$ cat src/sv/spq_pkg.sv
`timescale 1ns / 1ps
`default_nettype none
// shared constants, types and address helper for the stable priority queue
// no dependencies; used by the channel interfaces and the core

package spq_pkg;

  localparam int QUEUE_DEPTH = 16;
  localparam int IDX_W       = $clog2(QUEUE_DEPTH);
  localparam int CNT_W       = $clog2(QUEUE_DEPTH + 1);
  localparam int ID_W        = 16;
  localparam int PRIO_W      = 8;
  localparam int FILL_W      = 5;
  localparam int ENTRY_W     = ID_W + PRIO_W;

  // request codes
  localparam logic REQ_ENQUEUE = 1'b0;
  localparam logic REQ_DEQUEUE = 1'b1;

  typedef enum logic [1:0] {
    STATUS_ENQUEUED = 2'd0,
    STATUS_DEQUEUED = 2'd1,
    STATUS_EMPTY    = 2'd2,
    STATUS_FULL     = 2'd3
  } status_t;

  typedef enum logic [2:0] {
    S_IDLE,
    S_SCAN,
    S_CMP,
    S_DEQ,
    S_RES
  } state_t;

  // physical slot of a logical position counted from the head, circular
  function automatic logic [IDX_W-1:0] slot_addr(input logic [IDX_W-1:0] base,
                                                 input logic [IDX_W-1:0] ofs);
    logic [IDX_W:0] sum;
    sum = {1'b0, base} + {1'b0, ofs};
    if (sum >= (IDX_W + 1)'(QUEUE_DEPTH)) begin
      sum = sum - (IDX_W + 1)'(QUEUE_DEPTH);
    end
    return sum[IDX_W-1:0];
  endfunction

endpackage

`default_nettype wire

$ cat src/sv/spq_req_if.sv
`timescale 1ns / 1ps
`default_nettype none
// request channel: valid/ready handshake with enqueue/dequeue payload
// depends on spq_pkg for field widths

interface spq_req_if;
  import spq_pkg::*;

  logic              valid;
  logic              ready;
  logic              req_type;
  logic [ID_W-1:0]   proc_id;
  logic [PRIO_W-1:0] proc_priority;

  modport source (output valid, req_type, proc_id, proc_priority, input ready);
  modport sink   (input valid, req_type, proc_id, proc_priority, output ready);
endinterface

`default_nettype wire

$ cat src/sv/spq_rsp_if.sv
`timescale 1ns / 1ps
`default_nettype none
// response channel: valid/ready handshake with status, entry and fill level
// depends on spq_pkg for field widths

interface spq_rsp_if;
  import spq_pkg::*;

  logic              valid;
  logic              ready;
  logic [1:0]        status;
  logic [ID_W-1:0]   out_id;
  logic [PRIO_W-1:0] out_priority;
  logic [FILL_W-1:0] fill_level;

  modport source (output valid, status, out_id, out_priority, fill_level, input ready);
  modport sink   (input valid, status, out_id, out_priority, fill_level, output ready);
endinterface

`default_nettype wire

$ cat src/sv/spq_ram.sv
`timescale 1ns / 1ps
`default_nettype none
// generic simple dual-port ram, one write and one registered read per cycle
// no dependencies

module spq_ram #(
  parameter int WIDTH = 8,
  parameter int DEPTH = 16
) (
  input  wire logic                     clk,
  input  wire logic                     wr_en,
  input  wire logic [$clog2(DEPTH)-1:0] wr_addr,
  input  wire logic [WIDTH-1:0]         wr_data,
  input  wire logic [$clog2(DEPTH)-1:0] rd_addr,
  output logic      [WIDTH-1:0]         rd_data
);

  logic [WIDTH-1:0] mem [DEPTH];

  always_ff @(posedge clk) begin
    if (wr_en) begin
      mem[wr_addr] <= wr_data;
    end
    rd_data <= mem[rd_addr];
  end

endmodule

`default_nettype wire

$ cat src/sv/stable_priority_queue_core.sv
`timescale 1ns / 1ps
`default_nettype none
// stable priority queue core: sequencer, circular slot store and result register
// depends on spq_pkg, spq_req_if, spq_rsp_if and spq_ram

// Bounded priority queue of process tags, held sorted from highest priority
// (front) to lowest in a circular slot ram with a head pointer. An enqueue is
// inserted behind every entry of equal or higher priority, so equal
// priorities leave in arrival order; a dequeue returns the front entry.
// Every request transfer yields exactly one response transfer. Timing is set
// by the single ram read port and the one shared priority comparator: an
// enqueue walks from the tail towards the front, one read state and one
// compare state per stored entry of lower priority that it passes, then the
// result state; a dequeue reads the front entry and then goes to the result
// state; an empty or full report goes straight to the result state. The next
// request is taken once the result has been handed to the output register,
// even while that result still waits for its transfer. The slot ram needs no
// clearing after reset: only slots inside the current fill are ever used.

module stable_priority_queue_core (
  input wire logic clk,
  input wire logic rst,
  spq_req_if.sink  req,
  spq_rsp_if.source rsp
);
  import spq_pkg::*;

  state_t             state;
  state_t             state_next;

  logic [IDX_W-1:0]   head;         // physical slot of the front entry
  logic [CNT_W-1:0]   count;        // entries held
  logic [CNT_W-1:0]   pos;          // logical hole being filled during insert
  logic [ID_W-1:0]    new_id;
  logic [PRIO_W-1:0]  new_prio;

  // pending result, waiting for the output register
  status_t            res_status;
  logic [ID_W-1:0]    res_id;
  logic [PRIO_W-1:0]  res_prio;

  // output register
  logic               rsp_valid;
  status_t            rsp_status;
  logic [ID_W-1:0]    rsp_id;
  logic [PRIO_W-1:0]  rsp_prio;
  logic [FILL_W-1:0]  rsp_fill;

  // ram port
  logic               wr_en;
  logic [IDX_W-1:0]   wr_addr;
  logic [ENTRY_W-1:0] wr_data;
  logic [IDX_W-1:0]   rd_addr;
  logic [ENTRY_W-1:0] rd_data;

  logic [ID_W-1:0]    rd_id;
  logic [PRIO_W-1:0]  rd_prio;
  logic [IDX_W-1:0]   pos_idx;
  logic [IDX_W-1:0]   pos_prev_idx;
  logic               in_xfer;
  logic               load_rsp;
  logic               cmp_stop;     // shared comparator: stored entry stays ahead

  assign rd_id        = rd_data[ENTRY_W-1 -: ID_W];
  assign rd_prio      = rd_data[PRIO_W-1:0];
  assign pos_idx      = IDX_W'(pos);
  assign pos_prev_idx = IDX_W'(pos - CNT_W'(1));
  assign cmp_stop     = (rd_prio >= new_prio);
  assign in_xfer      = req.valid && req.ready;
  assign load_rsp     = (state == S_RES) && (!rsp_valid || rsp.ready);

  spq_ram #(
    .WIDTH (ENTRY_W),
    .DEPTH (QUEUE_DEPTH)
  ) u_slots (
    .clk     (clk),
    .wr_en   (wr_en),
    .wr_addr (wr_addr),
    .wr_data (wr_data),
    .rd_addr (rd_addr),
    .rd_data (rd_data)
  );

  // next state
  always_comb begin
    state_next = state;
    case (state)
      S_IDLE: begin
        if (in_xfer) begin
          if (req.req_type == REQ_DEQUEUE) begin
            state_next = (count == '0) ? S_RES : S_DEQ;
          end else begin
            state_next = (count == CNT_W'(QUEUE_DEPTH)) ? S_RES : S_SCAN;
          end
        end
      end
      S_SCAN: state_next = (pos == '0) ? S_RES : S_CMP;
      S_CMP:  state_next = cmp_stop ? S_RES : S_SCAN;
      S_DEQ:  state_next = S_RES;
      S_RES:  state_next = load_rsp ? S_IDLE : S_RES;
      default: state_next = S_IDLE;
    endcase
  end

  // ram control and handshake
  always_comb begin
    req.ready = (state == S_IDLE);
    wr_en     = 1'b0;
    wr_addr   = slot_addr(head, pos_idx);
    wr_data   = {new_id, new_prio};
    rd_addr   = head;
    case (state)
      S_SCAN: begin
        rd_addr = slot_addr(head, pos_prev_idx);
        // reached the front: new entry becomes the head entry
        wr_en   = (pos == '0);
      end
      S_CMP: begin
        wr_en = 1'b1;
        // lower-priority entry moves back by one, otherwise the new one lands
        if (!cmp_stop) begin
          wr_data = rd_data;
        end
      end
      default: begin
        wr_en = 1'b0;
      end
    endcase
  end

  always_ff @(posedge clk) begin
    if (rst) begin
      state     <= S_IDLE;
      head      <= '0;
      count     <= '0;
      rsp_valid <= 1'b0;
    end else begin
      state <= state_next;
      case (state)
        S_IDLE: begin
          if (in_xfer) begin
            new_id   <= req.proc_id;
            new_prio <= req.proc_priority;
            pos      <= count;
            res_id   <= '0;
            res_prio <= '0;
            if (req.req_type == REQ_DEQUEUE) begin
              res_status <= (count == '0) ? STATUS_EMPTY : STATUS_DEQUEUED;
            end else begin
              res_status <= (count == CNT_W'(QUEUE_DEPTH)) ? STATUS_FULL
                                                            : STATUS_ENQUEUED;
            end
          end
        end
        S_SCAN: begin
          if (pos == '0) begin
            count <= count + CNT_W'(1);
          end
        end
        S_CMP: begin
          if (cmp_stop) begin
            count <= count + CNT_W'(1);
          end else begin
            pos <= pos - CNT_W'(1);
          end
        end
        S_DEQ: begin
          res_id   <= rd_id;
          res_prio <= rd_prio;
          count    <= count - CNT_W'(1);
          head     <= (head == IDX_W'(QUEUE_DEPTH - 1)) ? '0 : head + IDX_W'(1);
        end
        default: begin
        end
      endcase

      if (load_rsp) begin
        rsp_valid <= 1'b1;
      end else if (rsp.ready) begin
        rsp_valid <= 1'b0;
      end
    end
  end

  // output payload, no reset needed
  always_ff @(posedge clk) begin
    if (load_rsp) begin
      rsp_status <= res_status;
      rsp_id     <= res_id;
      rsp_prio   <= res_prio;
      rsp_fill   <= FILL_W'(count);
    end
  end

  assign rsp.valid        = rsp_valid;
  assign rsp.status       = rsp_status;
  assign rsp.out_id       = rsp_id;
  assign rsp.out_priority = rsp_prio;
  assign rsp.fill_level   = rsp_fill;

endmodule

`default_nettype wire

$ cat src/flat_wrapper.sv
// flat-port wrapper written by rule: the top's interface ports become plain ports
module stable_priority_queue_core_flat import spq_pkg::*;
  (clk, rst, req_valid, req_req_type, req_proc_id, req_proc_priority, req_ready, rsp_valid, rsp_status, rsp_out_id, rsp_out_priority, rsp_fill_level, rsp_ready);
  spq_req_if req_i ();
  spq_rsp_if rsp_i ();
  input wire logic clk;
  input wire logic rst;
  input wire logic [$bits(req_i.valid)-1:0] req_valid;
  input wire logic [$bits(req_i.req_type)-1:0] req_req_type;
  input wire logic [$bits(req_i.proc_id)-1:0] req_proc_id;
  input wire logic [$bits(req_i.proc_priority)-1:0] req_proc_priority;
  output wire logic [$bits(req_i.ready)-1:0] req_ready;
  output wire logic [$bits(rsp_i.valid)-1:0] rsp_valid;
  output wire logic [$bits(rsp_i.status)-1:0] rsp_status;
  output wire logic [$bits(rsp_i.out_id)-1:0] rsp_out_id;
  output wire logic [$bits(rsp_i.out_priority)-1:0] rsp_out_priority;
  output wire logic [$bits(rsp_i.fill_level)-1:0] rsp_fill_level;
  input wire logic [$bits(rsp_i.ready)-1:0] rsp_ready;
  assign req_i.valid = req_valid;
  assign req_i.req_type = req_req_type;
  assign req_i.proc_id = req_proc_id;
  assign req_i.proc_priority = req_proc_priority;
  assign req_ready = req_i.ready;
  assign rsp_valid = rsp_i.valid;
  assign rsp_status = rsp_i.status;
  assign rsp_out_id = rsp_i.out_id;
  assign rsp_out_priority = rsp_i.out_priority;
  assign rsp_fill_level = rsp_i.fill_level;
  assign rsp_i.ready = rsp_ready;
  stable_priority_queue_core u_core (.clk(clk), .rst(rst), .req(req_i), .rsp(rsp_i));
endmodule
$ cat config.mk
export PLATFORM = sky130hd
export DESIGN_NAME = stable_priority_queue_core_flat
export DESIGN_NICKNAME = d
export VERILOG_FILES = /design/src/sv/spq_pkg.sv /design/src/sv/spq_req_if.sv /design/src/sv/spq_rsp_if.sv /design/src/sv/spq_ram.sv /design/src/sv/stable_priority_queue_core.sv /design/src/flat_wrapper.sv
export SDC_FILE = /design/constraint.sdc
export NUM_CORES = 1
export LEC_CHECK = 0
export BUFFER_PORTS_ARGS = -buffer_cell sky130_fd_sc_hd__buf_4
export CORE_UTILIZATION = 50
export DETAILED_ROUTE_END_ITERATION = 7
export PLACE_DENSITY = 0.66
export SLEW_MARGIN = 0
export SYNTH_ARGS = -nofsm -noshare
export SYNTH_HDL_FRONTEND = slang
export SYNTH_SLANG_ARGS = --single-unit
$ cat constraint.sdc
create_clock -name clk -period 9.8 [get_ports clk]
set_clock_uncertainty 0.1 [all_clocks]
set_input_delay 0.49 -clock clk [delete_from_list [all_inputs] [get_ports clk]]
set_output_delay 0.49 -clock clk [all_outputs]
set_load 0.01 [all_outputs]
# Yosys cells after proc, flatten, opt, wreduce, memory -nomap -nowiden
# Memory sizes are Yosys's and may differ from the RTL's. A register that Yosys moved wholly into a read port is not among the register bits.
# Cells that the tools add are included.
# totals
in_bits,29
ram_bits,384
register_bits,99
memories,1
output_inout_bits,33
word_cells,84
# mem_list
memory,depth,word_bits,rd,rd_clocked_by_memory_dff,write_ports,line,rtl
u_core.u_slots.mem,16,24,1,1,1,spq_ram.sv:18,logic [WIDTH-1:0] mem [DEPTH];
# classes
magnitude_cmp,3
bitwise_logic,1
eq_ne,10
add_sub_neg,8
mux,32
reduce_logical,15
# op_table
op,n
$mux 24,2
$pmux 16 s2,1
$mux 3,7
$mux 5,4
$mux 16,1
$mux 4,4
$pmux 8 s2,1
$pmux 3 s5,1
$pmux 5 s3,1
$add 4x4->5,2
$ge 5x5->1 const B,2
$logic_not 5->1,2
$pmux 5 s2,1
$sub 5x1->5 const B,2
$reduce_and 3->1,3
$ge 8x8->1,1
$mux 8,1
$sub 4x1->4 const B,2
$eq 3x2->1 const B,2
$mux 2,3
$reduce_bool 2->1,3
$add 5x1->5 const B,1
$eq 5x5->1 const B,1
$add 4x1->4 const B,1
14 further kinds,20

# Depth between registers and ports, before layout
# depth
depth_word,5
ltp_mapped,12
depth_no_buf,10

# Cells and area by module
# From an unflattened synthesis, not the netlist that was laid out.
# unflattened
cells_unflattened,954
hier_area_um2,19348.6
# modules_own_cells
module,area_each_um2,cells_each,seq_area_each_um2,n_inst
spq_ram,14930.6,636,12011.5,1
stable_priority_queue_core,4418.0,318,2842.7,1

# Worst setup path before layout
# No wires, ideal clock.
# synth_timing
path_kind,reg2reg
start,register u_core.pos[0]
end,memory u_core.u_slots.mem[1][0] (netlist name) (enable)
arrival_ps,2633
synth_period_minus_slack_ps,3137
t_required_ps,9295
setup_ps,405
slack_ps,6663
path_stages_with_launch,5
path_cell_list,edfxtp_1 ha_1 fa_1 or3_1 nor2_1
# synth_between
elab_chain_len,4
elab_cells_between_ends,8
# synth_lines
item,line,rtl
"start, declared",stable_priority_queue_core.sv:33,logic [CNT_W-1:0] pos;
"start signal, assigned",stable_priority_queue_core.sv:144,pos <= count;
"start signal, assigned",stable_priority_queue_core.sv:164,pos <= pos - CNT_W'(1);
branches (longest 4 deep; another with $add 4x4->5),--,
"end, declared",spq_ram.sv:18,
# Several ways; the timed one is not identified.

# Final worst setup path
# layout_timing
start,register u_core.pos[0]
end,"register u_core.u_slots.rd_data[18], read port of u_core.u_slots.mem"
# layout_between
elab_chain_len,5
elab_cells_between_ends,6
# layout_lines
item,line,rtl
$sub 5x1->5 (*),--,
$add 4x4->5 (*),spq_pkg.sv:39,"sum = {1'b0, base} + {1'b0, ofs};"
$sub 4x1->4 or $ge 5x5->1 (tied branches),"spq_pkg.sv:41, spq_pkg.sv:40",
$mux 4 (*),spq_pkg.sv:40,if (sum >= (IDX_W + 1)'(QUEUE_DEPTH)) begin
$mux 4 (*),stable_priority_queue_core.sv:112,case (state)
"end, declared",spq_ram.sv:15,output logic [WIDTH-1:0] rd_data
# Mark *: on every way between the ends. The rest lies on a longest branch, timed or not.
# A chain may end at the register's enable or synchronous reset.

==> impl_metrics.json <==
{
  "synthMuxAreaShare_pct": 3.87,
  "synthSimpleGateAreaFrac_pct": 14.3,
  "post_cts_resized": 0,
  "ctsHtreeMaxLevel": 2,
  "drv_cap": 0,
  "final_cell_area_um2": 22900,
  "hold_viol": 0,
  "fin_crit_sh_pct": 36.3,
  "ant_nets": 0,
  "grt_pass1_vias": 11200,
  "core-area_um2": 38900,
  "grt_max_degree": 193,
  "cts_tree": "yes",
  "track_usage_pct": 22.5,
  "p_leak_nw": 8.23,
  "cp-end-kind": "flip-flop",
  "fp.dieArea_um2": 40500,
  "first_iter_violations": 1188,
  "place_inst": 1966,
  "root_buffer": "clkbuf_16",
  "async_reset_ff_share_pct": 0,
  "numCtsBuffers": 51,
  "vias_per_cell": 5.61,
  "wl_per_cell_um": 21.5,
  "outcome": "completed",
  "p_int_w": 0.00366,
  "area_growth_pct": 15.4,
  "clockBufferDepth": 3,
  "finalPower_w": 0.00470,
  "initial_core_util_pct": 51.0,
  "synth_nets": 1479,
  "setup.worst_path.start": "u_core.pos[0]",
  "ys.flop_type": "edfxtp_1",
  "setup_tns_ns": 0,
  "p_clk_share_pct": 40.9,
  "fin_crit_ns": 3.56,
  "ys_types": 43,
  "synth_area_leaders": "edfxtp_1 71%, nand2_1 6.9%, nand3_1 4.3%, dfxtp_1 3.7%, mux2i_1 2.6%",
  "die_w_um": 201,
  "layout_commonest_cell": "edfxtp_1",
  "synth_edf_count": 470,
  "die_h_um": 201,
  "num_antenna_cells": 0,
  "grt_pass1_wl_um": 67700,
  "portBuffers": 61,
  "firstDrtPassIters": 5,
  "gr-total-overflow": 0,
  "clk_latency_ns": 0.58,
  "synth_top_family_by_area": "simple AND/OR/NAND/NOR gates",
  "crit_arrival_ns": 3.96,
  "hold_path.startpoint": "req_req_type",
  "setup_ws_ns": 6.24,
  "drive_gt1_share_pct": 14.2,
  "cts_setup_buffers": 0,
  "num_vias": 11700,
  "p_sw_share_pct": 22.1,
  "synth_top_area_share_pct": 71.2,
  "layout_common_cells": "470 x edfxtp_1, 363 x nand2_1, 169 x nand3_1, 91 x buf_4, 53 x clkbuf_16",
  "final_nets": 1576,
  "post_synth_xor_area_fraction_pct": 0.744,
  "io_pins": 62,
  "antenna_found_initial": 2,
  "path_cells": "inv_1 -> ha_1 -> and4bb_2 -> a21o_4 -> buf_4 -> nand2_1 -> a32oi_1 -> nand3_1 -> mux2i_1",
  "synthAdderAreaFrac_pct": 1.50,
  "slew_headroom_pct": 18.3,
  "r2r_start": "u_core.pos[0]",
  "yosys_warnings": 0,
  "slowest_stage": "buf_4",
  "rows": 72,
  "hold_class": "input pin to flip-flop",
  "finalSetupViolCount": 0,
  "worst_pin_slew_ns": 1.22,
  "yosysTopAreaCell": "edfxtp_1",
  "pwr-share-seq_pct": 52.5,
  "place_ws_ns": 6.27,
  "place.gp.congestion": 0.786,
  "critical_path_class": "flip-flop to flip-flop",
  "clk_pin_slew_ns": 0.06,
  "rsz0062_at_grt": "no",
  "vdd.ir_drop.worst_mv": 0.118,
  "p_per_area_nw_per_um2": 205,
  "crit_fanout": 86,
  "dp_hpwl_um": 22500,
  "drc": 0,
  "critPathLaunchType": "flip-flop",
  "cts.sinks": 507,
  "dpl_cell_area_um2": 21000,
  "switching_power_w": 0.00104,
  "yosysSeqAreaShare_pct": 74.9,
  "syn_inst": 1428,
  "totalWireLength_um": 44900,
  "cp.required_ns": 10.20,
  "fmax_mhz": 281,
  "cp_slowest_stage_delay_ns": 0.87,
  "synth_compound_area_share_pct": 2.54,
  "synth_seq_cells": 507,
  "combPwrFrac_pct": 6.5,
  "layoutNonFillerInstCount": 2086,
  "synth_area_um2": 19800,
  "avgSynthCellArea_um2": 13.9,
  "drv_slew": 0
}
-- synthesized netlist by cell type, types with 2 or more instances --
cell type / n
a21o_1: 6
a21oi_1: 20
a31oi_1: 4
a32oi_1: 25
and2_1: 23
buf_2: 49
buf_4: 2
buf_6: 2
clkbuf_1: 19
dfxtp_1: 37
edfxtp_1: 470
fa_1: 3
ha_1: 19
inv_1: 19
mux2_2: 22
mux2i_1: 52
nand2_1: 363
nand2b_1: 3
nand3_1: 169
nand3b_1: 3
nand4_1: 25
nor2_1: 42
nor2b_1: 2
o21ai_0: 14
or3_1: 4
xnor2_1: 10
xor2_1: 5
-- through the flow --
stage / utilization [%] / hold WS [ns]
after floorplan: - / 0.300
after global placement: 53.9 / 0.301
after detailed placement: 53.9 / 0.305
after CTS: 58.8 / 0.0913
after global routing: 58.8 / 0.110
final: 58.8 / 0.115
-- state kept, by name (all words and copies together), names as in the netlist, 8 cells and up --
signal	flops
u_core.res_id	16
u_core.u_slots.rd_data	24
u_core.rsp.out_priority	8
u_core.new_prio	8
u_core.rsp.out_id	16
u_core.new_id	16
u_core.u_slots.mem	384
u_core.res_prio	8
-- final cells by class --
| type | instances | area [um2] |
|---|---|---|
| Sequential cell | 507 | 14900 |
| Timing Repair Buffer | 116 | 943 |
| Tap cell | 518 | 648 |
| Multi-Input combinational cell | 830 | 4690 |
| Inverter | 19 | 71.3 |
| Fill cell | 3007 | 16000 |
| Clock inverter | 22 | 204 |
| Clock buffer | 74 | 1480 |
-- power by group through the flow --
stage,Combinational (W),Clock (W),Sequential [W]
finish,0.000307,0.00192,0.00247
global route,0.000340,0.00203,0.00247
CTS,0.000309,0.00195,0.00247
detailed placement,0.000301,0,0.00251
global placement,0.000293,0,0.00251
floorplan,0.000197,0,0.00249
-- worst max-delay path: cells and delay by family, from the launching register on --
| kind | cells | cell delay (ns) |
|---|---|---|
| buffers and inverters | 2 | 0.96 |
| DFF | 1 | 0.38 |
| adders and majority gates | 1 | 0.35 |
| muxes | 1 | 0.16 |
| AOI/OAI and AO/OA | 2 | 0.93 |
| and+or+nand+nor | 3 | 0.54 |
-- kinds of logic after synthesis --
family	after synthesis
adders and majority gates	22
AOI/OAI and AO/OA	75
and+or+nand+nor	643
xor gates and xnor gates	16
muxes	74
DFF	507
buffers and inverters	91
-- final timing paths --
| check | cells after the start | end | slack [ns] |
|---|---|---|---|
| hold reg to reg | 0 | u_core.rsp.out_id[11] | 0.32 |
| hold / removal | 3 | u_core.state[1] | 0.11 |
| setup reg to reg | 9 | u_core.u_slots.rd_data[18] | 6.24 |
| setup / recovery | 9 | u_core.u_slots.rd_data[18] | 6.24 |
-- metal layers --
metal / vias up / wire length, um / track usage, %
met2: 401 / 21600 / 36.7
met3: 74 / 3190 / 4.44
li1: 5398 / - / -
met1: 5831 / 19200 / 31.2
met5: - / 0 / 0
met4: 0 / 880 / 5.43
-- timing repair --
| action | 4_1_cts | 5_1_grt |
|---|---|---|
| setup endpoints to repair | 0 | 0 |
| endpoints found under the hold margin | 24 | 0 |
| hold buffers | 24 | 0 |
Note: power is estimated with default switching activity, not from simulation.
